$ cat src/rtl/core/bsp_pkg.sv
// ============================================================================
// bsp_pkg
// Shared types and defaults of the bencode stream parser: container stack
// entry, per-cell shift control and the default nesting limit.
// ============================================================================
package bsp_pkg;

    localparam int DEF_MAX_DEPTH = 32;

    // bit 0: level is a dict, bit 1: dict awaits a value
    typedef logic [1:0] t_stk_ent;

    typedef struct packed {
        logic push;
        logic pop;
        logic load;
    } t_stk_ctrl;

endpackage

$ cat src/rtl/core/bsp_stack_cell.sv
// ============================================================================
// bsp_stack_cell
// One level of the container stack. Shifts toward the bottom on push, toward
// the top on pop, or loads a new top value.
// ============================================================================
module bsp_stack_cell (
    input  logic               i_clk,
    input  bsp_pkg::t_stk_ctrl i_ctrl,
    input  bsp_pkg::t_stk_ent  i_up,
    input  bsp_pkg::t_stk_ent  i_down,
    output bsp_pkg::t_stk_ent  o_ent
);
    import bsp_pkg::*;

    t_stk_ent r_ent;
    t_stk_ent n_ent;

    always_comb begin
        n_ent = r_ent;
        if (i_ctrl.push || i_ctrl.load) begin
            n_ent = i_up;
        end else if (i_ctrl.pop) begin
            n_ent = i_down;
        end
    end

    always_ff @(posedge i_clk) begin
        r_ent <= n_ent;
    end

    assign o_ent = r_ent;

endmodule

$ cat src/rtl/core/bencode_stream_parser_unit.sv
// ============================================================================
// bencode_stream_parser_unit
// Streaming bencode syntax checker: one byte request in, one token event out.
// ============================================================================
// Input stream: i_s_tdata carries one byte of the document, i_s_tlast marks
// an end-of-input request whose byte is ignored. Every accepted request
// yields exactly one event on the output stream: event kind, is_key and
// string_last on o_m_tuser, value, string byte and nesting level on
// o_m_tdata, and o_m_tlast when a top-level value completes.
// Throughput is one request per cycle while o_s_tready is high; each event
// is registered in the output buffer. The container stack is a row of cells
// with the top at cell 0, so push and pop shift all cells together and top
// update loads cell 0; the digit accumulate is a 67-bit shift-add per byte.
// A two-entry output buffer lets one more request in while the receiver
// stalls; o_s_tready drops only when both entries are full.
// Reset empties the output buffer and leaves the parser idle at depth 0.
// Errors report event 7 and return the parser to idle at depth 0.
// ============================================================================
module bencode_stream_parser_unit #(
    parameter int MAX_DEPTH = bsp_pkg::DEF_MAX_DEPTH
) (
    input  logic        i_clk,
    input  logic        i_rst_n,
    input  logic        i_s_tvalid,
    output logic        o_s_tready,
    input  logic [7:0]  i_s_tdata,   // [7:0] byte_req
    input  logic        i_s_tlast,   // end_of_input
    output logic        o_m_tvalid,
    input  logic        i_m_tready,
    output logic [79:0] o_m_tdata,   // [62:0] value, [70:63] data_byte,
                                     // [76:71] nesting_level, [79:77] zero
    output logic [4:0]  o_m_tuser,   // [2:0] event_res, [3] is_key, [4] string_last
    output logic        o_m_tlast    // document_done
);
    import bsp_pkg::*;

    localparam int DW = $clog2(MAX_DEPTH + 1);
    localparam logic [DW-1:0] DEPTH_LIMIT = DW'(MAX_DEPTH);

    localparam logic [2:0] MODE_IDLE   = 3'd0;
    localparam logic [2:0] MODE_EXPECT = 3'd1;
    localparam logic [2:0] MODE_INT    = 3'd2;
    localparam logic [2:0] MODE_SLEN   = 3'd3;
    localparam logic [2:0] MODE_SBODY  = 3'd4;

    localparam logic [2:0] EV_PENDING = 3'd0;
    localparam logic [2:0] EV_INT     = 3'd1;
    localparam logic [2:0] EV_SHDR    = 3'd2;
    localparam logic [2:0] EV_SBYTE   = 3'd3;
    localparam logic [2:0] EV_LIST    = 3'd4;
    localparam logic [2:0] EV_DICT    = 3'd5;
    localparam logic [2:0] EV_CLOSE   = 3'd6;
    localparam logic [2:0] EV_ERROR   = 3'd7;

    localparam logic [7:0] CH_0     = 8'h30;
    localparam logic [7:0] CH_9     = 8'h39;
    localparam logic [7:0] CH_COLON = 8'h3A;
    localparam logic [7:0] CH_D     = 8'h64;
    localparam logic [7:0] CH_E     = 8'h65;
    localparam logic [7:0] CH_I     = 8'h69;
    localparam logic [7:0] CH_L     = 8'h6C;

    typedef struct packed {
        logic [2:0]  ev;
        logic [62:0] val;
        logic [7:0]  data;
        logic        key;
        logic        last;
        logic [5:0]  lvl;
        logic        done;
    } t_result;

    // parser state
    logic [2:0]    r_mode,  n_mode;
    logic [DW-1:0] r_depth, n_depth;
    logic [62:0]   r_acc,   n_acc;
    logic [62:0]   r_rem,   n_rem;
    logic          r_key,   n_key;

    // output buffer
    t_result r_out, r_skid, w_res;
    logic    r_out_vld, r_skid_vld;

    // stack chain
    t_stk_ent  w_ent  [MAX_DEPTH];
    t_stk_ent  w_up   [MAX_DEPTH];
    t_stk_ent  w_down [MAX_DEPTH];
    t_stk_ctrl w_cctl [MAX_DEPTH];
    t_stk_ent  w_top, w_below, w_below_mod, s_top_wr;
    logic      s_push, s_pop, s_load;

    logic        w_acc;
    logic [7:0]  w_c;
    logic        w_digit;
    logic [62:0] w_dval;
    logic [66:0] w_prod;
    logic        w_ovf;
    logic [DW+5:0] w_lvl_ext;

    assign w_acc   = i_s_tvalid && o_s_tready;
    assign w_c     = i_s_tdata;
    assign w_digit = (w_c >= CH_0) && (w_c <= CH_9);
    assign w_dval  = 63'(w_c - CH_0) & 63'hF;
    assign w_prod  = {1'b0, r_acc, 3'b000} + {3'b000, r_acc, 1'b0} + {4'b0000, w_dval};
    assign w_ovf   = |w_prod[66:63];

    assign w_top = w_ent[0];
    generate
        if (MAX_DEPTH > 1) begin : g_below
            assign w_below = w_ent[1];
        end else begin : g_no_below
            assign w_below = '0;
        end
    endgenerate
    assign w_below_mod = w_below ^ {w_below[0], 1'b0};

    always_comb begin
        logic          fail, fin, fin_pop;
        logic [DW-1:0] fin_d;
        logic [62:0]   rem1;
        logic          bv, bv_d;

        fail    = 1'b0;
        fin     = 1'b0;
        fin_pop = 1'b0;
        fin_d   = r_depth;
        rem1    = '0;
        bv      = 1'b0;
        bv_d    = 1'b0;

        n_mode  = r_mode;
        n_depth = r_depth;
        n_acc   = r_acc;
        n_rem   = r_rem;
        n_key   = r_key;

        s_push   = 1'b0;
        s_pop    = 1'b0;
        s_load   = 1'b0;
        s_top_wr = w_top ^ {w_top[0], 1'b0};

        w_res    = '0;
        w_res.ev = EV_PENDING;

        if (i_s_tlast) begin
            if (!(r_mode == MODE_IDLE && r_depth == '0)) begin
                fail = 1'b1;
            end
        end else if (r_mode == MODE_SBODY) begin
            w_res.ev   = EV_SBYTE;
            w_res.data = w_c;
            w_res.key  = r_key;
            rem1       = (r_rem != '0) ? r_rem - 63'd1 : r_rem;
            n_rem      = rem1;
            if (rem1 == '0) begin
                w_res.last = 1'b1;
                fin        = 1'b1;
            end
        end else if (w_c[7]) begin
            fail = 1'b1;
        end else if (r_mode == MODE_INT) begin
            if (w_digit) begin
                if (w_ovf) fail = 1'b1;
                else       n_acc = w_prod[62:0];
            end else if (w_c == CH_E) begin
                w_res.ev  = EV_INT;
                w_res.val = r_acc;
                n_acc     = '0;
                fin       = 1'b1;
            end else begin
                fail = 1'b1;
            end
        end else if (r_mode == MODE_SLEN) begin
            if (w_digit) begin
                if (w_ovf) fail = 1'b1;
                else       n_acc = w_prod[62:0];
            end else if (w_c == CH_COLON) begin
                w_res.ev  = EV_SHDR;
                w_res.val = r_acc;
                w_res.key = r_key;
                n_rem     = r_acc;
                n_acc     = '0;
                if (r_acc == '0) begin
                    w_res.last = 1'b1;
                    fin        = 1'b1;
                end else begin
                    n_mode = MODE_SBODY;
                end
            end else begin
                fail = 1'b1;
            end
        end else if (r_mode == MODE_EXPECT) begin
            if (r_depth == '0) begin
                bv   = 1'b1;
                bv_d = 1'b0;
            end else if (w_c == CH_E && !w_top[1]) begin
                n_depth  = r_depth - 1'b1;
                s_pop    = 1'b1;
                w_res.ev = EV_CLOSE;
                fin      = 1'b1;
                fin_pop  = 1'b1;
                fin_d    = r_depth - 1'b1;
            end else if (w_top == 2'b01) begin
                if (w_digit) begin
                    n_acc  = w_dval;
                    n_key  = 1'b1;
                    n_mode = MODE_SLEN;
                end else begin
                    fail = 1'b1;
                end
            end else begin
                bv   = 1'b1;
                bv_d = 1'b1;
            end
        end else begin
            n_depth = '0;
            bv      = 1'b1;
            bv_d    = 1'b0;
        end

        if (bv) begin
            if (w_c == CH_I) begin
                n_acc  = '0;
                n_mode = MODE_INT;
            end else if (w_digit) begin
                n_acc  = w_dval;
                n_key  = 1'b0;
                n_mode = MODE_SLEN;
            end else if (w_c == CH_L || w_c == CH_D) begin
                if (bv_d && r_depth >= DEPTH_LIMIT) begin
                    fail = 1'b1;
                end else begin
                    s_push   = 1'b1;
                    s_top_wr = {1'b0, w_c == CH_D};
                    n_depth  = (bv_d ? r_depth : '0) + 1'b1;
                    n_mode   = MODE_EXPECT;
                    w_res.ev = (w_c == CH_D) ? EV_DICT : EV_LIST;
                end
            end else begin
                fail = 1'b1;
            end
        end

        if (fin) begin
            if (fin_d == '0) begin
                n_mode     = MODE_IDLE;
                w_res.done = 1'b1;
            end else begin
                n_mode = MODE_EXPECT;
                if (!fin_pop) s_load = 1'b1;
            end
        end

        if (fail) begin
            n_mode  = MODE_IDLE;
            n_depth = '0;
            n_acc   = '0;
            n_rem   = '0;
            n_key   = 1'b0;
            s_push  = 1'b0;
            s_pop   = 1'b0;
            s_load  = 1'b0;
            w_res   = '0;
            w_res.ev = EV_ERROR;
        end

        w_lvl_ext = {6'd0, n_depth};
        w_res.lvl = w_lvl_ext[5:0];
    end

    generate
        for (genvar i = 0; i < MAX_DEPTH; i++) begin : g_cell
            if (i == 0) begin : g_head
                assign w_up[i]   = s_top_wr;
                assign w_down[i] = w_below_mod;
            end else begin : g_body
                assign w_up[i] = w_ent[i-1];
                if (i == MAX_DEPTH - 1) begin : g_tail
                    assign w_down[i] = '0;
                end else begin : g_mid
                    assign w_down[i] = w_ent[i+1];
                end
            end
            assign w_cctl[i].push = w_acc && s_push;
            assign w_cctl[i].pop  = w_acc && s_pop;
            assign w_cctl[i].load = (i == 0) && w_acc && s_load;

            bsp_stack_cell u_cell (
                .i_clk  (i_clk),
                .i_ctrl (w_cctl[i]),
                .i_up   (w_up[i]),
                .i_down (w_down[i]),
                .o_ent  (w_ent[i])
            );
        end
    endgenerate

    always_ff @(posedge i_clk) begin
        if (!i_rst_n) begin
            r_mode  <= MODE_IDLE;
            r_depth <= '0;
            r_acc   <= '0;
            r_rem   <= '0;
            r_key   <= 1'b0;
        end else if (w_acc) begin
            r_mode  <= n_mode;
            r_depth <= n_depth;
            r_acc   <= n_acc;
            r_rem   <= n_rem;
            r_key   <= n_key;
        end
    end

    // two-entry output buffer
    always_ff @(posedge i_clk) begin
        if (!i_rst_n) begin
            r_out_vld  <= 1'b0;
            r_skid_vld <= 1'b0;
        end else if (!r_out_vld || i_m_tready) begin
            if (r_skid_vld) begin
                r_out_vld  <= 1'b1;
                r_skid_vld <= 1'b0;
            end else begin
                r_out_vld <= w_acc;
            end
        end else if (w_acc) begin
            r_skid_vld <= 1'b1;
        end
    end

    always_ff @(posedge i_clk) begin
        if (!r_out_vld || i_m_tready) begin
            r_out <= r_skid_vld ? r_skid : w_res;
        end else if (w_acc) begin
            r_skid <= w_res;
        end
    end

    assign o_s_tready = !r_skid_vld;
    assign o_m_tvalid = r_out_vld;
    assign o_m_tdata  = {3'b000, r_out.lvl, r_out.data, r_out.val};
    assign o_m_tuser  = {r_out.last, r_out.key, r_out.ev};
    assign o_m_tlast  = r_out.done;

endmodule
$ cat config.mk
export PLATFORM = sky130hd
export DESIGN_NAME = bencode_stream_parser_unit
export DESIGN_NICKNAME = d
export VERILOG_FILES = /design/src/rtl/core/bsp_pkg.sv /design/src/rtl/core/bsp_stack_cell.sv /design/src/rtl/core/bencode_stream_parser_unit.sv
export SDC_FILE = /design/constraint.sdc
export NUM_CORES = 1
export LEC_CHECK = 0
export ABC_AREA = 1
export BUFFER_PORTS_ARGS = -buffer_cell sky130_fd_sc_hd__buf_2
export CAP_MARGIN = 10
export CORE_UTILIZATION = 43
export DETAILED_ROUTE_END_ITERATION = 8
export HOLD_SLACK_MARGIN = 0.05
export MAX_ROUTING_LAYER = met4
export PLACE_DENSITY = 0.57
export RECOVER_POWER = 100
export SYNTH_ARGS = -nofsm -noshare
export SYNTH_HDL_FRONTEND = slang
export SYNTH_HIERARCHICAL = 1
export SYNTH_SLANG_ARGS = --single-unit
$ cat constraint.sdc
create_clock -name i_clk -period 6.45 [get_ports i_clk]
set_input_delay 0.645 -clock i_clk [delete_from_list [all_inputs] [get_ports i_clk]]
set_output_delay 0.645 -clock i_clk [all_outputs]
set_load 0.03 [all_outputs]
### Yosys cells after proc, flatten, opt, wreduce, memory -nomap -nowiden

Cells that the tools add are included.

| cells by class | value |
|---|---|
| $add $sub $neg | 6 |
| magnitude comparators | 3 |
| equality and inequality tests | 14 |
| multiplexer cells | 252 |
| bitwise logic cells | 4 |
| reduce and logical (&&, ||, !) cells | 28 |

Operators with widths:

| cell | count |
|---|---|
| $mux W63 | 30 |
| $mux W83 | 2 |
| $mux W2 | 75 |
| $mux W66 | 2 |
| $mux W65 | 2 |
| $mux W64 | 2 |
| $logic_not A63 Y1 | 2 |
| $mux W6 | 21 |
| $mux W3 | 30 |
| $mux W1 | 86 |
| $mux W76 | 1 |
| $add A66 B64 Y67 | 1 |
| $add A67 B4 Y67 | 1 |
| $reduce_bool A63 Y1 | 1 |
| $sub A63 B1 Y63 const B | 1 |
| $eq A8 B7 Y1 const B | 4 |
| $logic_not A6 Y1 | 2 |
| $eq A8 B6 Y1 const B | 1 |
| $ge A8 B6 Y1 const B | 1 |
| $le A8 B6 Y1 const B | 1 |
| $logic_and A1 B1 Y1 | 8 |
| $mux W8 | 1 |
| $reduce_and A7 Y1 | 1 |
| $add A6 B1 Y6 const B | 1 |
| 20 further kinds | 30 |

| storage, ports and cells | value |
|---|---|
| register bits | 368 |
| input bits | 13 |
| output and inout bits | 88 |
| word-level logic and storage cells | 360 |

### Depth between registers and ports, before layout

| logic depth | value |
|---|---|
| depth in word-level cells | 21 |
| mapped depth | 29 |
| gate-level depth less buffers | 28 |

### Modules after synthesis

The synthesis kept the hierarchy.

Modules (own cells, without submodules):

| module | times used | cells each | area each (um^2) | seq. area each (um^2) |
|---|---|---|---|---|
| bencode_stream_parser_unit | 1 | 3717 | 24832.6 | 7747.4 |
| bsp_stack_cell | 32 | 11 | 98.8 | 60.1 |

### Worst setup path before layout

No wires, ideal clock.

| timing path | value |
|---|---|
| kind | input to register |
| start | input i_m_tready |
| end | register r_skid[0] in the netlist's numbering, enable pin |
| library setup time | 0.525 ns |
| arrival time | 5.610 ns |
| data required time | 5.925 ns |
| setup slack | 0.314 ns |
| cell stages on the path | 3 |
| buffers on the path | 0 |
| path through | nor2_1 > inv_1 > nor2_1 |

| between the ends | value |
|---|---|
| longest elaborated chain between the ends | 3 |

Ends and longest elaborated chain:

| item | line | text |
|---|---|---|
| start, declared | bencode_stream_parser_unit.sv:29 | `input logic i_m_tready,` |
| $logic_or A1 B1 Y1 | bencode_stream_parser_unit.sv:332 | `if (!r_out_vld \|\| i_m_tready) begin` |
| $not A1 Y1 (no source line) | -- |  |
| $reduce_and A2 Y1 (no source line) | -- |  |
| end signal, assigned | bencode_stream_parser_unit.sv:335 | `r_skid <= w_res;` |
| end, declared | bencode_stream_parser_unit.sv:81 | `t_result r_out, r_skid, w_res;` |

No other way between the ends.
A chain may end at the register's enable or synchronous reset.

### Final worst setup path

| timing path | value |
|---|---|
| start | register r_mode[1] |
| end | register r_rem[55] |

| between the ends | value |
|---|---|
| longest elaborated chain between the ends | 15 |
| elaborated cells on any way between the ends | 41 |
| those cells by class | eq/ne (8); mux (27); reduce/logical (6) |

Ends and longest elaborated chain:

| item | line | text |
|---|---|---|
| start, declared | bencode_stream_parser_unit.sv:74 | `logic [2:0] r_mode, n_mode;` |
| start signal, assigned | bencode_stream_parser_unit.sv:306 | `r_mode <= n_mode;` |
| $eq A3 B1 Y1 | bencode_stream_parser_unit.sv:192 | `end else if (r_mode == MODE_EXPECT) begin` |
| $mux W1 | bencode_stream_parser_unit.sv:192 |  |
| $mux W1 | bencode_stream_parser_unit.sv:173 | `end else if (r_mode == MODE_SLEN) begin` |
| $mux W1 | bencode_stream_parser_unit.sv:161 | `end else if (r_mode == MODE_INT) begin` |
| $mux W1 | bencode_stream_parser_unit.sv:159 | `end else if (w_c[7]) begin` |
| $mux W1 | bencode_stream_parser_unit.sv:149 | `end else if (r_mode == MODE_SBODY) begin` |
| $mux W1 | bencode_stream_parser_unit.sv:145 | `if (i_s_tlast) begin` |
| $logic_and A1 B1 Y1 | bencode_stream_parser_unit.sv:230 | `if (bv_d && r_depth >= DEPTH_LIMIT) begin` |
| $mux W1 | bencode_stream_parser_unit.sv:230 |  |
| $mux W1 | bencode_stream_parser_unit.sv:229 | `end else if (w_c == CH_L \|\| w_c == CH_D) begin` |
| $mux W1 | bencode_stream_parser_unit.sv:225 | `end else if (w_digit) begin` |
| $mux W1 | bencode_stream_parser_unit.sv:222 | `if (w_c == CH_I) begin` |
| $mux W1 | bencode_stream_parser_unit.sv:221 | `if (bv) begin` |
| $ne A3 B2 Y1 (no source line) (tied with other cells) | -- |  |
| $reduce_and A7 Y1 (no source line) | -- |  |
| end signal, assigned | bencode_stream_parser_unit.sv:309 | `r_rem <= n_rem;` |
| end, declared | bencode_stream_parser_unit.sv:77 | `logic [62:0] r_rem, n_rem;` |

Parallel ways exist; a longest one is shown, timed or not. The select of a mux whose other input is x is not followed.

==> results.ini <==
[timing]
setup_viol = 0
rsz0062_at_grt = false
slew_violations = 149
tns_ns = 0
relSlewSlack = -0.665
hold_viol = 0
tightest_slew_ns = 2.50
timing.final.ws_setup_ns = 0.855
timing.fmax_mhz = 179
finalCritPeriodShare = 0.867
worst_clock_skew_ns = 0.0198
fin_crit_ns = 5.59
whs_ns = 0.414

[hold_path]
hp-class = input port to register

[status]
violations = max-capacitance violations, max-slew violations
status = finished, violations left

[global_route]
grt_pass1_wl_mm = 151
grtUsageTotal = 0.299
antenna_found_initial = 0
grt_pass1_vias = 25500
overflow = 0
grt_start_max_net_pins = 105

[synthesis]
ys_warn_count = 6
avgSynthCellArea_um2 = 6.88
yosysTopAreaCell = edfxtp_1
synthDistinctLibCells = 51
ys_seq_elements = 368
syn_inst = 4069
synth_ff_type = edfxtp_1
yosysMostFrequentCell = nand2_1
ys_top_cells_by_count = 1,187 x nand2_1, 400 x nor2_1, 341 x inv_1
synthTopCellsByArea = edfxtp_1 25%, nand2_1 16%, dfxtp_1 9.9%
async_reset_ff_frac = 0
synth-edff-count = 230
synthesis.area_um2 = 28000
synth_top_area_frac = 0.247
yosysSeqAreaShare = 0.345

[floorplan]
die_x_um = 257
die_y_um = 257
num_io_pins = 101
die-area_um2 = 66100
row_count = 93
core_area_um2 = 64300
initial_core_util = 0.435

[placement]
place.gp.congestion = 1.02
dp_hpwl_mm = 71.5
place_ws_ns = 1.32
place.port_buffers = 97

[final_layout]
n_antenna_cell = 0
fin_nets = 4291
syn_to_final_growth_pct = 9.12
drive_gt1_frac = 0.0507

[power]
p_leak_nw = 13.4
ir_drop_uv = 180
p_per_area_nw_per_um2 = 183

[clocking]
cts-buffers-inserted = 44
htreeDepth = 2
postCtsSetupBuffers = 0
postCtsHoldBufs = 0
cts_resized = 0
cts_buffer_depth = 3
insertion_delay_ns = 0.59
cts_root_buffer = clkbuf_16
cts.sinks = 368
clkSlewWorstSetupHoldPaths_ns = 0.06
cts_tree = yes

[setup_path]
cp-start-kind = register
required_ns = 6.87
end_kind = register
arrival_ns = 6.02
cp_max_fo = 63
worst-setup-path-type = register to register

[detailed_routing]
ant_nets = 0
routedWlPerCell_um = 19.4
vias = 27500
routed_wl_mm = 97.7
drtPass1Iterations = 7
drcViolationCount = 0
drt_iter0_drc = 2695
drt-vias-per-instance = 5.47

[run]
drv_cap = 4

==> worst paths after layout <==
kind / from / to / slack, ns / cells past startpoint
max: r_mode[1]$_SDFFE_PN0P_ / r_rem[55]$_SDFFE_PN0P_ / 0.86 / 18
min: i_s_tvalid / r_skid_vld$_SDFFE_PP0P_ / 0.41 / 3
max reg2reg: r_mode[1]$_SDFFE_PN0P_ / r_rem[55]$_SDFFE_PN0P_ / 0.86 / 18
min reg2reg: r_rem[61]$_SDFFE_PN0P_ / r_rem[61]$_SDFFE_PN0P_ / 0.50 / 2
==> metal layers <==
| metal | global-route usage | part of all wire | vias up |
|---|---|---|---|
| li1 | - | - | 13700 |
| met1 | 0.400 | 0.45 | 12800 |
| met2 | 0.466 | 0.45 | 956 |
| met3 | 0.0352 | 0.065 | 152 |
| met4 | 0.102 | 0.035 | 0 |
| met5 | - | 0 | - |
==> power breakdown <==
| part | switching, W | internal [W] | leakage, nW |
|---|---|---|---|
| sequential | 0.0000453 | 0.00258 | 3.48 |
| combinational | 0.000349 | 0.000108 | 9.26 |
| clock | 0.00104 | 0.00146 | 0.690 |
| total | 0.00143 | 0.00415 | 13.4 |
==> registers in the layout (all words and copies together), names as in the netlist <==
| register | count |
|---|---|
| g_cell.u_cell/o_ent | 64 |
| o_m_tdata | 77 |
| o_m_tlast | 1 |
| o_m_tuser | 5 |
| o_m_tvalid | 1 |
| r_acc | 63 |
| r_depth | 6 |
| r_key | 1 |
| r_mode | 3 |
| r_rem | 63 |
| r_skid | 83 |
| r_skid_vld | 1 |
==> metrics by stage <==
stage	instances	instance area [um^2]	utilization	total power [W]
after global routing	5035	30500	0.475	0.00577
after detailed placement	4954	29400	0.457	0.00314
after global placement	4954	29400	0.457	0.00314
final	5035	30500	0.475	0.00558
after floorplan	4166	28400	-	0.00300
after CTS	5035	30800	0.479	0.00566
==> worst max-delay path: stages (launching register included) <==
cell,delay [ns]
dfxtp_1,0.48
nor2_1,0.10
nand2_1,0.90
inv_1,0.40
nor2_4,0.20
inv_1,0.07
clkbuf_2,0.74
nor2_1,0.57
inv_2,0.11
a21oi_1,0.13
inv_1,0.10
nor2_1,0.20
nand2_2,0.14
nand2_2,0.25
inv_4,0.12
nand2_2,0.14
nand2_4,0.42
nand2_1,0.21
a21oi_1,0.09
==> cell type report <==
type | count | area, um^2
Tap cell | 855 | 1070
Timing Repair Buffer | 132 | 639
Sequential cell | 368 | 9670
Multi-Input combinational cell | 3241 | 16400
Clock buffer | 65 | 1240
Fill cell | 6772 | 33800
Clock inverter | 16 | 189
Inverter | 358 | 1350
==> kinds of logic after synthesis <==
group | count (synthesis) | synth area share
other | 1 | 0.000134
multiplexers | 52 | 0.0209
flip-flops | 368 | 0.345
XOR/XNOR | 84 | 0.0263
adder cells (fa/ha/maj) | 133 | 0.0600
AND/OR/NAND/NOR | 2009 | 0.298
AO/OA/AOI/OAI | 865 | 0.170
buffers and inverters | 557 | 0.0794
==> cell usage in the layout (no fill, tap or decap), types with 5 or more instances in the layout <==
cell	count
nand2_1	1189
nor2_1	430
inv_1	343
a21oi_1	337
o21ai_0	325
edfxtp_1	230
nand3_1	175
dfxtp_1	138
ha_1	131
clkbuf_1	107
conb_1	98
nor3_1	91
o211ai_1	84
a31oi_1	66
mux2_2	51
clkbuf_16	45
xor2_1	43
xnor2_1	41
nor4_1	28
nand4_1	28
buf_4	25
nand3b_1	23
o21bai_1	17
or2_2	15
o21a_1	12
buf_2	12
nor2_2	11
inv_2	9
nand2_2	7
a21o_1	7
clkinv_1	7
clkinv_2	5
(Power assumes the default switching activity.)
